**src/rtl/cmd5_pkg.sv**
```systemverilog
// Package with types, constants and round tables for the container MD5 hash engine.
package cmd5_pkg;

  localparam int unsigned BlockWords = 16;
  localparam int unsigned Rounds = 64;
  localparam logic [7:0] PadMark = 8'h80;
  localparam logic [5:0] SplitAt = 6'd56;

  typedef struct packed {
    logic        last_byte;
    logic [31:0] message_length;
    logic [7:0]  data_byte;
  } in_item_t;

  typedef struct packed {
    logic        length_mismatch;
    logic [63:0] digest_high;
    logic [63:0] digest_low;
  } out_item_t;

  typedef enum logic [2:0] {
    ST_IDLE,
    ST_BLOCK,
    ST_TAIL1,
    ST_TAIL2,
    ST_OUT
  } state_t;

  // Control from the sequencer to the round unit.
  typedef struct packed {
    logic start;
    logic init;
  } rnd_ctl_t;

  function automatic logic [31:0] sine_k(input logic [5:0] i);
    logic [31:0] k;
    case (i)
      6'd0: k = 32'hd76aa478;  6'd1: k = 32'he8c7b756;  6'd2: k = 32'h242070db;
      6'd3: k = 32'hc1bdceee;  6'd4: k = 32'hf57c0faf;  6'd5: k = 32'h4787c62a;
      6'd6: k = 32'ha8304613;  6'd7: k = 32'hfd469501;  6'd8: k = 32'h698098d8;
      6'd9: k = 32'h8b44f7af;  6'd10: k = 32'hffff5bb1; 6'd11: k = 32'h895cd7be;
      6'd12: k = 32'h6b901122; 6'd13: k = 32'hfd987193; 6'd14: k = 32'ha679438e;
      6'd15: k = 32'h49b40821; 6'd16: k = 32'hf61e2562; 6'd17: k = 32'hc040b340;
      6'd18: k = 32'h265e5a51; 6'd19: k = 32'he9b6c7aa; 6'd20: k = 32'hd62f105d;
      6'd21: k = 32'h02441453; 6'd22: k = 32'hd8a1e681; 6'd23: k = 32'he7d3fbc8;
      6'd24: k = 32'h21e1cde6; 6'd25: k = 32'hc33707d6; 6'd26: k = 32'hf4d50d87;
      6'd27: k = 32'h455a14ed; 6'd28: k = 32'ha9e3e905; 6'd29: k = 32'hfcefa3f8;
      6'd30: k = 32'h676f02d9; 6'd31: k = 32'h8d2a4c8a; 6'd32: k = 32'hfffa3942;
      6'd33: k = 32'h8771f681; 6'd34: k = 32'h6d9d6122; 6'd35: k = 32'hfde5380c;
      6'd36: k = 32'ha4beea44; 6'd37: k = 32'h4bdecfa9; 6'd38: k = 32'hf6bb4b60;
      6'd39: k = 32'hbebfbc70; 6'd40: k = 32'h289b7ec6; 6'd41: k = 32'heaa127fa;
      6'd42: k = 32'hd4ef3085; 6'd43: k = 32'h04881d05; 6'd44: k = 32'hd9d4d039;
      6'd45: k = 32'he6db99e5; 6'd46: k = 32'h1fa27cf8; 6'd47: k = 32'hc4ac5665;
      6'd48: k = 32'hf4292244; 6'd49: k = 32'h432aff97; 6'd50: k = 32'hab9423a7;
      6'd51: k = 32'hfc93a039; 6'd52: k = 32'h655b59c3; 6'd53: k = 32'h8e0ccc92;
      6'd54: k = 32'hffeff47d; 6'd55: k = 32'h85845dd1; 6'd56: k = 32'h6fa87e4f;
      6'd57: k = 32'hfe2ce6e0; 6'd58: k = 32'ha3014314; 6'd59: k = 32'h4e0811a1;
      6'd60: k = 32'hf7537e82; 6'd61: k = 32'hbd3af235; 6'd62: k = 32'h2ad7d2bb;
      default: k = 32'heb86d391;
    endcase
    return k;
  endfunction

  function automatic logic [4:0] rot_amt(input logic [5:0] i);
    logic [4:0] s;
    case ({i[5:4], i[1:0]})
      4'd0: s = 5'd7;   4'd1: s = 5'd12;  4'd2: s = 5'd17;  4'd3: s = 5'd22;
      4'd4: s = 5'd5;   4'd5: s = 5'd9;   4'd6: s = 5'd14;  4'd7: s = 5'd20;
      4'd8: s = 5'd4;   4'd9: s = 5'd11;  4'd10: s = 5'd16; 4'd11: s = 5'd23;
      4'd12: s = 5'd6;  4'd13: s = 5'd10; 4'd14: s = 5'd15; default: s = 5'd21;
    endcase
    return s;
  endfunction

  function automatic logic [3:0] word_sel(input logic [5:0] i);
    logic [3:0] g;
    case (i[5:4])
      2'd0: g = i[3:0];
      2'd1: g = 4'(i[3:0] * 4'd5 + 4'd1);
      2'd2: g = 4'(i[3:0] * 4'd3 + 4'd5);
      default: g = 4'(i[3:0] * 4'd7);
    endcase
    return g;
  endfunction

endpackage

```
**src/rtl/cmd5_round.sv**
```systemverilog
// Shared MD5 round unit: one round a cycle over 64 rounds, with the chain add on the last.
module cmd5_round
  import cmd5_pkg::*;
(
  input  logic         clk,
  input  logic         rst_n,
  input  rnd_ctl_t     ctl,
  input  logic [31:0]  word_in,
  output logic [3:0]   word_idx,
  output logic         busy,
  output logic [127:0] chain
);

  logic [31:0] a_r, b_r, c_r, d_r;
  logic [31:0] ca_r, cb_r, cc_r, cd_r;
  logic [5:0]  rnd_r;
  logic        busy_r;
  logic [31:0] f, t, rot;
  logic [4:0]  s;

  assign word_idx = word_sel(rnd_r);
  assign busy = busy_r;
  assign chain = {cd_r, cc_r, cb_r, ca_r};

  always_comb begin
    case (rnd_r[5:4])
      2'd0: f = (b_r & c_r) | (~b_r & d_r);
      2'd1: f = (d_r & b_r) | (~d_r & c_r);
      2'd2: f = b_r ^ c_r ^ d_r;
      default: f = c_r ^ (b_r | ~d_r);
    endcase
    t = a_r + f + sine_k(rnd_r) + word_in;
    s = rot_amt(rnd_r);
    rot = (t << s) | (t >> (6'd32 - {1'b0, s}));
  end

  always_ff @(posedge clk) begin
    if (!rst_n) begin
      busy_r <= 1'b0;
      rnd_r <= '0;
      ca_r <= 32'h67452301; cb_r <= 32'hefcdab89;
      cc_r <= 32'h98badcfe; cd_r <= 32'h10325476;
    end else begin
      if (ctl.init) begin
        ca_r <= 32'h67452301; cb_r <= 32'hefcdab89;
        cc_r <= 32'h98badcfe; cd_r <= 32'h10325476;
      end
      if (ctl.start) begin
        busy_r <= 1'b1;
        rnd_r <= '0;
        a_r <= ca_r; b_r <= cb_r; c_r <= cc_r; d_r <= cd_r;
      end else if (busy_r) begin
        a_r <= d_r; d_r <= c_r; c_r <= b_r; b_r <= b_r + rot;
        rnd_r <= rnd_r + 6'd1;
        if (rnd_r == 6'(Rounds - 1)) begin
          busy_r <= 1'b0;
          ca_r <= ca_r + d_r; cb_r <= cb_r + b_r + rot;
          cc_r <= cc_r + b_r; cd_r <= cd_r + c_r;
        end
      end
    end
  end

  assert property (@(posedge clk) disable iff (!rst_n) !(ctl.start && busy_r))
    else $error("round unit started while busy");
  assert property (@(posedge clk) disable iff (!rst_n) !(ctl.init && busy_r))
    else $error("chain reloaded while busy");
  assert property (@(posedge clk) disable iff (!rst_n) !busy_r |-> rnd_r == 6'd0)
    else $error("round counter not at zero while idle");

endmodule

```
**src/rtl/container_md5_hash.sv**
```systemverilog
// Top level of the container MD5 hash engine: byte buffer, sequencer and output register.
//
// Channel | Direction | Payload
// in_     | input     | in_item_t: data_byte, message_length, last_byte
// out_    | output    | out_item_t: digest_low, digest_high, length_mismatch
//
// A byte that does not complete a 64-byte block or end the message does not stall input.
// A byte that completes a block stalls the input while the block state starts the shared
// round unit, waits for its 64 rounds and then leaves the compress state.
// A last byte stalls the input until its result is taken: one or two tail blocks follow any
// block it completes (none on a mismatch without one), then ST_OUT presents the result.
// Reset is synchronous and active low; it loads the MD5 initial chain and clears control.
// The result sits in the output register while out_stall is high; no new byte is taken then.
module container_md5_hash
  import cmd5_pkg::*;
(
  input  logic      clk,
  input  logic      rst_n,
  input  logic      in_valid,
  output logic      in_stall,
  input  in_item_t  in_data,
  output logic      out_valid,
  input  logic      out_stall,
  output out_item_t out_data
);

  // The partial block lives in a 16-word register file, written a byte at a time.
  logic [31:0] blk_r [BlockWords];
  logic [31:0] seen_r, seen_nxt;
  logic [31:0] decl_r;
  logic        in_msg_r;
  state_t      state_r, state_nxt;
  logic        out_valid_r;
  out_item_t   out_r;
  rnd_ctl_t    ctl;
  logic [3:0]  widx;
  logic        rbusy;
  logic [127:0] chain;
  logic [31:0] word_in;
  logic [31:0] nbits, kword;
  logic [5:0]  len;
  logic [5:0]  wpos;
  logic        accept;
  logic        started_r;

  assign accept = in_valid && !in_stall;
  assign in_stall = (state_r != ST_IDLE) || out_valid_r;
  assign out_valid = out_valid_r;
  assign out_data = out_r;

  assign nbits = {seen_r[28:0], 3'b000};
  assign kword = {2'b00, nbits[31:2]} | 32'd1;
  assign len = seen_r[5:0];

  // The first byte of a message always lands in byte zero of the buffer.
  assign wpos = in_msg_r ? seen_r[5:0] : 6'd0;

  // Tail word assembly. Byte position p of a word maps to buffer bytes or padding.
  function automatic logic [7:0] tail_byte(input logic [5:0] pos, input logic [5:0] n,
                                           input logic [7:0] b);
    logic [7:0] r;
    if (pos < n) r = b;
    else if (pos == n) r = PadMark;
    else r = 8'h00;
    return r;
  endfunction

  always_comb begin
    logic [5:0]  p;
    logic [31:0] w;
    logic [31:0] src;
    logic [3:0]  si;
    word_in = '0;
    si = '0;
    for (int j = 0; j < 4; j++) begin
      unique case (state_r)
        ST_TAIL1: begin
          if (len >= SplitAt) begin
            p = {widx, 2'(j)};
            src = blk_r[widx];
          end else begin
            p = 6'({widx, 2'(j)} - 6'd4);
            si = p[5:2];
            src = blk_r[si];
          end
        end
        default: begin
          p = {widx, 2'(j)};
          src = blk_r[widx];
        end
      endcase
      w[j*8 +: 8] = tail_byte(p, len, src[8*p[1:0] +: 8]);
    end
    unique case (state_r)
      ST_BLOCK: word_in = blk_r[widx];
      ST_TAIL1: begin
        if (len >= SplitAt) word_in = w;
        else if (widx == 4'd0) word_in = nbits;
        else if (widx == 4'd15) word_in = kword;
        else word_in = w;
      end
      ST_TAIL2: begin
        if (widx == 4'd0) word_in = nbits;
        else if (widx == 4'd15) word_in = kword;
        else word_in = '0;
      end
      default: word_in = '0;
    endcase
  end

  cmd5_round u_round (
    .clk(clk), .rst_n(rst_n), .ctl(ctl), .word_in(word_in),
    .word_idx(widx), .busy(rbusy), .chain(chain)
  );

  // Sequencer: each compress state starts the unit once and waits for it to finish.
  always_comb begin
    state_nxt = state_r;
    ctl = '0;
    ctl.init = accept && !in_msg_r;
    seen_nxt = (accept && !in_msg_r) ? 32'd1 : seen_r + 32'd1;
    unique case (state_r)
      ST_IDLE: begin
        if (accept) begin
          if (seen_nxt[5:0] == 6'd0) state_nxt = ST_BLOCK;
          else if (in_data.last_byte) begin
            state_nxt = (seen_nxt != (in_msg_r ? decl_r : in_data.message_length))
                        ? ST_OUT : ST_TAIL1;
          end
        end
      end
      ST_BLOCK, ST_TAIL1, ST_TAIL2: begin
        if (!started_r) ctl.start = 1'b1;
        else if (!rbusy) begin
          if (state_r == ST_BLOCK) state_nxt = in_msg_r ? ST_IDLE : ST_TAIL1;
          else if (state_r == ST_TAIL1 && len >= SplitAt) state_nxt = ST_TAIL2;
          else state_nxt = ST_OUT;
        end
      end
      ST_OUT: state_nxt = ST_IDLE;
      default: state_nxt = ST_IDLE;
    endcase
  end

  always_ff @(posedge clk) begin
    if (!rst_n) begin
      state_r <= ST_IDLE;
      seen_r <= '0;
      decl_r <= '0;
      in_msg_r <= 1'b0;
      out_valid_r <= 1'b0;
      started_r <= 1'b0;
    end else begin
      state_r <= state_nxt;
      started_r <= (state_nxt == state_r) && (ctl.start || started_r) &&
                   (state_r != ST_IDLE);
      if (out_valid_r && !out_stall) out_valid_r <= 1'b0;
      if (accept) begin
        seen_r <= seen_nxt;
        if (!in_msg_r) decl_r <= in_data.message_length;
        // A last byte that also closes a block is marked by clearing in_msg early;
        // the block state then continues to the tail.
        in_msg_r <= !in_data.last_byte;
      end
      if (state_r == ST_OUT) out_valid_r <= 1'b1;
    end
  end

  // Result register; a mismatch is decided when the last byte is taken.
  always_ff @(posedge clk) begin
    if (accept && in_data.last_byte) begin
      out_r.length_mismatch <= seen_nxt != (in_msg_r ? decl_r : in_data.message_length);
      out_r.digest_low <= '0;
      out_r.digest_high <= '0;
    end else if (state_r == ST_OUT && !out_r.length_mismatch) begin
      out_r.digest_low <= chain[63:0];
      out_r.digest_high <= chain[127:64];
    end
  end

  always_ff @(posedge clk) begin
    if (accept) begin
      blk_r[wpos[5:2]][8*wpos[1:0] +: 8] <= in_data.data_byte;
    end
  end

  assert property (@(posedge clk) disable iff (!rst_n) !(accept && state_r != ST_IDLE))
    else $error("byte taken while busy");
  assert property (@(posedge clk) disable iff (!rst_n) !(state_r == ST_OUT && out_valid_r))
    else $error("result overwritten");
  assert property (@(posedge clk) disable iff (!rst_n) !(rbusy && state_r == ST_IDLE))
    else $error("round unit busy while idle");

endmodule

```
**config.mk**
```make
export PLATFORM = sky130hd
export DESIGN_NAME = container_md5_hash
export DESIGN_NICKNAME = d
export VERILOG_FILES = /design/src/rtl/cmd5_pkg.sv /design/src/rtl/cmd5_round.sv /design/src/rtl/container_md5_hash.sv
export SDC_FILE = /design/constraint.sdc
export NUM_CORES = 2
export LEC_CHECK = 0
export ABC_CLOCK_PERIOD_IN_PS = 20900
export BUFFER_PORTS_ARGS = -buffer_cell sky130_fd_sc_hd__buf_2
export CAP_MARGIN = 20
export CORE_MARGIN = 2
export CORE_UTILIZATION = 45
export DETAILED_ROUTE_END_ITERATION = 6
export HOLD_SLACK_MARGIN = 0.05
export SYNTH_ARGS = -nofsm -noshare
export SYNTH_HDL_FRONTEND = slang
export SYNTH_HIERARCHICAL = 1
export SYNTH_SLANG_ARGS = --single-unit
```
**constraint.sdc**
```tcl
create_clock -name clk -period 20.9 [get_ports clk]
set_clock_uncertainty 0.05 [all_clocks]
set_input_delay 0 -clock clk [delete_from_list [all_inputs] [get_ports clk]]
set_output_delay 0 -clock clk [all_outputs]
set_load 0.05 [all_outputs]
```
==> results.json <==
{
  "cpMostUsedCell": "inv_1",
  "min_delay_path_depth": 3,
  "worstMarginPinSlew_ns": 1.16,
  "cts_setup_buffers": 0,
  "multi_input_comb_area_sq_um": 37300,
  "status": "complete, but fails checks",
  "path_buf_inv": 7,
  "synth_top_area_cell": "edfxtp_1",
  "cts_tree": "built",
  "antenna_found_initial": 12,
  "core-area_sq_um": 148000,
  "cpPeakStageDelay_ns": 0.77,
  "synth-seq-cells": 1011,
  "die_w_microns": 390,
  "power.density_nw_per_um2": 97.9,
  "drt_iter0_drc": 7909,
  "async_reset_ff_share_pct": 0,
  "clk_latency_ns": 0.79,
  "crit_fanout": 44,
  "dp_hpwl_mm": 177,
  "postSynthAreaPerCell_sq_um": 9.91,
  "worstHoldStart": "rst_n",
  "seqPwrFrac_pct": 30.8,
  "critPathKind": "flip-flop to flip-flop",
  "regToRegStartpoint": "u_round/rnd_r[1]$_SDFFE_PP0P_",
  "synth.most_common_cell": "nand2_1",
  "grt_overflow": 0,
  "cts-buffers-inserted": 111,
  "setup_viol": 0,
  "synth_ff_type": "edfxtp_1",
  "peakVddDrop_uv": 78.0,
  "cellLeakagePower_nw": 27.6,
  "ant_nets": 0,
  "syn_inst": 6772,
  "ios": 176,
  "cp.depth": 46,
  "rr_worst_depth": 46,
  "end_kind": "flip-flop",
  "gr-usage-all-layers_pct": 31.0,
  "synth_area_sq_um": 67100,
  "port_buffers": 175,
  "timing.final.crit_period_ns": 14.63,
  "switching_share_pct": 38.3,
  "p_clk_share_pct": 27.8,
  "synth_enable_flop_cells": 641,
  "seq_area_sq_um": 26700,
  "finalSetupTns_ns": 0,
  "grt_first_pass_wirelength_mm": 353,
  "area_delta_synth_final_pct": 11.3,
  "p_switching_w": 0.00280,
  "synth_commonest_cells": "nand2_1, edfxtp_1, a21oi_1, o21ai_0, nor2_1",
  "max_cap_viol_count": 0,
  "dieArea_sq_um": 152000,
  "die-height_microns": 390,
  "synth.area.top_cells": "edfxtp_1, dfxtp_1, mux4_2",
  "drt_wl_total_mm": 242,
  "dr.pass1.iters": 7,
  "yosys_warnings": 6,
  "final_nets": 7214,
  "grt_start_max_net_pins": 162,
  "htree_num_levels": 3,
  "fmax_mhz": 68.4,
  "worstHoldPathType": "primary input to flip-flop",
  "initial_core_util_pct": 45.4,
  "num_rows": 141,
  "clock-sinks": 1011,
  "hold_path_end": "u_round/cc_r[1]$_SDFF_PN1_",
  "p_comb_share_pct": 41.4,
  "crit_required_ns": 21.47,
  "intPower_w": 0.00451,
  "grt_pass1_vias": 52350,
  "synth.distinct_cells": 120,
  "rsz0062_at_grt": "false",
  "drv_slew": 0,
  "worstPathArrival_ns": 15.20,
  "violations": "design-rule violations",
  "nFillCells": 13382,
  "hold_viol_final": 0,
  "synth_top_area_share_pct": 28.7,
  "slew_headroom_pct": 22.2,
  "drcViolationCount": 5,
  "cts_resized": 0,
  "layout-drive-gt1-share_pct": 14.4,
  "wire_per_inst_microns": 27.2,
  "critPathLaunchType": "flip-flop",
  "slowest_stage": "ha_4",
  "clkSlewWorstSetupHoldPaths_ns": 0.06,
  "root_buffer": "clkbuf_16",
  "reg2reg_slack_ns": 6.27,
  "hold_slack_ns": 0.150,
  "critPathTopFamily": "compound AO/OA/AOI/OAI gates",
  "layoutNonFillerInstCount": 8880,
  "yosysSeqAreaShare_pct": 39.7,
  "dpl.cell_count": 8556,
  "fin_crit_sh_pct": 70.0,
  "rr_endpoint": "u_round/cb_r[31]$_SDFF_PN1_",
  "vias": 56423,
  "clockBufferDepth": 3,
  "ctsHoldBuffers": 94,
  "place_congestion": 0.991,
  "syn_nets": 7142,
  "viasPerCell": 6.35
}
-- power by group through the flow --
stage | clock network, W | registers (W) | logic [W]
floorplan | 0 | 0.00231 | 0.00212
global placement | 0 | 0.00229 | 0.00292
detailed placement | 0 | 0.00229 | 0.00293
CTS | 0.00206 | 0.00225 | 0.00297
global route | 0.00214 | 0.00225 | 0.00330
finish | 0.00203 | 0.00225 | 0.00303
-- metrics by stage --
step	total power [W]	utilization, %	instance area, sq um	setup WS (ns)
6_report	0.00731	50.5	74700	6.27
5_1_grt	0.00769	50.5	74700	5.54
4_1_cts	0.00728	50.4	74500	6.48
3_5_place_dp	0.00522	47.2	69800	6.64
3_3_place_gp	0.00521	47.1	69700	6.76
2_1_floorplan	0.00443	-	67100	6.76
-- sequential cells by signal, indices dropped and copies added (netlist names), 5 cells and up, named ones only --
register,count
u_round/rnd_r,6
u_round/c_r,32
blk_r,512
decl_r,32
u_round/s,5
u_round/a_r,32
u_round/d_r,32
u_round/cd_r,32
u_round/ca_r,32
u_round/cb_r,32
seen_r,32
u_round/cc_r,32
out_data,129
u_round/b_r,32
-- worst max path at each step --
stage | slack [ns] | from | endpoint
final | 6.27 | u_round/rnd_r[1]$_SDFFE_PP0P_ | u_round/cb_r[31]$_SDFF_PN1_
after global placement | 6.76 | u_round/rnd_r[1]$_SDFFE_PP0P_ | u_round/cb_r[31]$_SDFF_PN1_
after floorplan | 6.76 | u_round/rnd_r[4]$_SDFFE_PP0P_ | u_round/cb_r[31]$_SDFF_PN1_
after global routing | 5.54 | u_round/rnd_r[0]$_SDFFE_PP0P_ | u_round/cb_r[31]$_SDFF_PN1_
after detailed placement | 6.64 | u_round/rnd_r[1]$_SDFFE_PP0P_ | u_round/cb_r[31]$_SDFF_PN1_
after CTS | 6.48 | u_round/rnd_r[1]$_SDFFE_PP0P_ | u_round/cb_r[31]$_SDFF_PN1_
-- metal layers --
| metal | vias to the layer above | part of all wire [%] | track usage, % |
|---|---|---|---|
| met4 | 10 | 3.6 | 10.6 |
| li1 | 25195 | - | - |
| met3 | 425 | 10 | 6.66 |
| met2 | 2948 | 43 | 45.7 |
| met1 | 27845 | 43 | 45.2 |
| met5 | - | 0.030 | 0 |
-- worst min-delay path, stage by stage --
cell and delay (ns):
dlygate4sd3_1 0.55, buf_6 0.20, nand2_1 0.11
-- cell families (layout without fill, tap and decap cells) --
group,after synthesis,count (layout),share of synthesized area [%]
AND/OR/NAND/NOR,1992,1992,13.7
buffers and inverters,842,1012,4.96
flip-flops,1011,1011,39.7
adder cells (fa/ha/maj),333,333,7.30
AO/OA/AOI/OAI,1848,1848,17.6
other,0,8,0
XOR/XNOR,266,266,3.54
multiplexers,480,480,13.2
-- cells in the final DEF, fill, tap and decap left out, types with 89 or more instances in the layout --
| master | Yosys | layout |
|---|---|---|
| a21o_1 | 89 | 89 |
| a21oi_1 | 503 | 502 |
| buf_2 | 46 | 174 |
| buf_4 | 1 | 121 |
| clkbuf_16 | 0 | 117 |
| dfxtp_1 | 370 | 366 |
| dlygate4sd3_1 | 0 | 93 |
| edfxtp_1 | 641 | 641 |
| fa_1 | 100 | 100 |
| ha_1 | 225 | 224 |
| inv_1 | 382 | 382 |
| mux4_2 | 315 | 315 |
| nand2_1 | 840 | 838 |
| nand3_1 | 132 | 132 |
| nor2_1 | 431 | 429 |
| nor3_1 | 152 | 151 |
| o21ai_0 | 500 | 499 |
| xnor2_1 | 136 | 130 |
| xor2_1 | 126 | 125 |
-- layout make-up --
| cell class | count | share of cell area, % |
|---|---|---|
| Antenna cell | 8 | 0.0268 |
| Clock buffer | 154 | 4.27 |
| Clock inverter | 57 | 0.839 |
| Inverter | 390 | 1.96 |
| Multi-Input combinational cell | 4919 | 49.9 |
| Sequential cell | 1011 | 35.7 |
| Tap cell | 1930 | 3.23 |
| Timing Repair Buffer | 411 | 4.03 |
(Power assumes the default switching activity.)
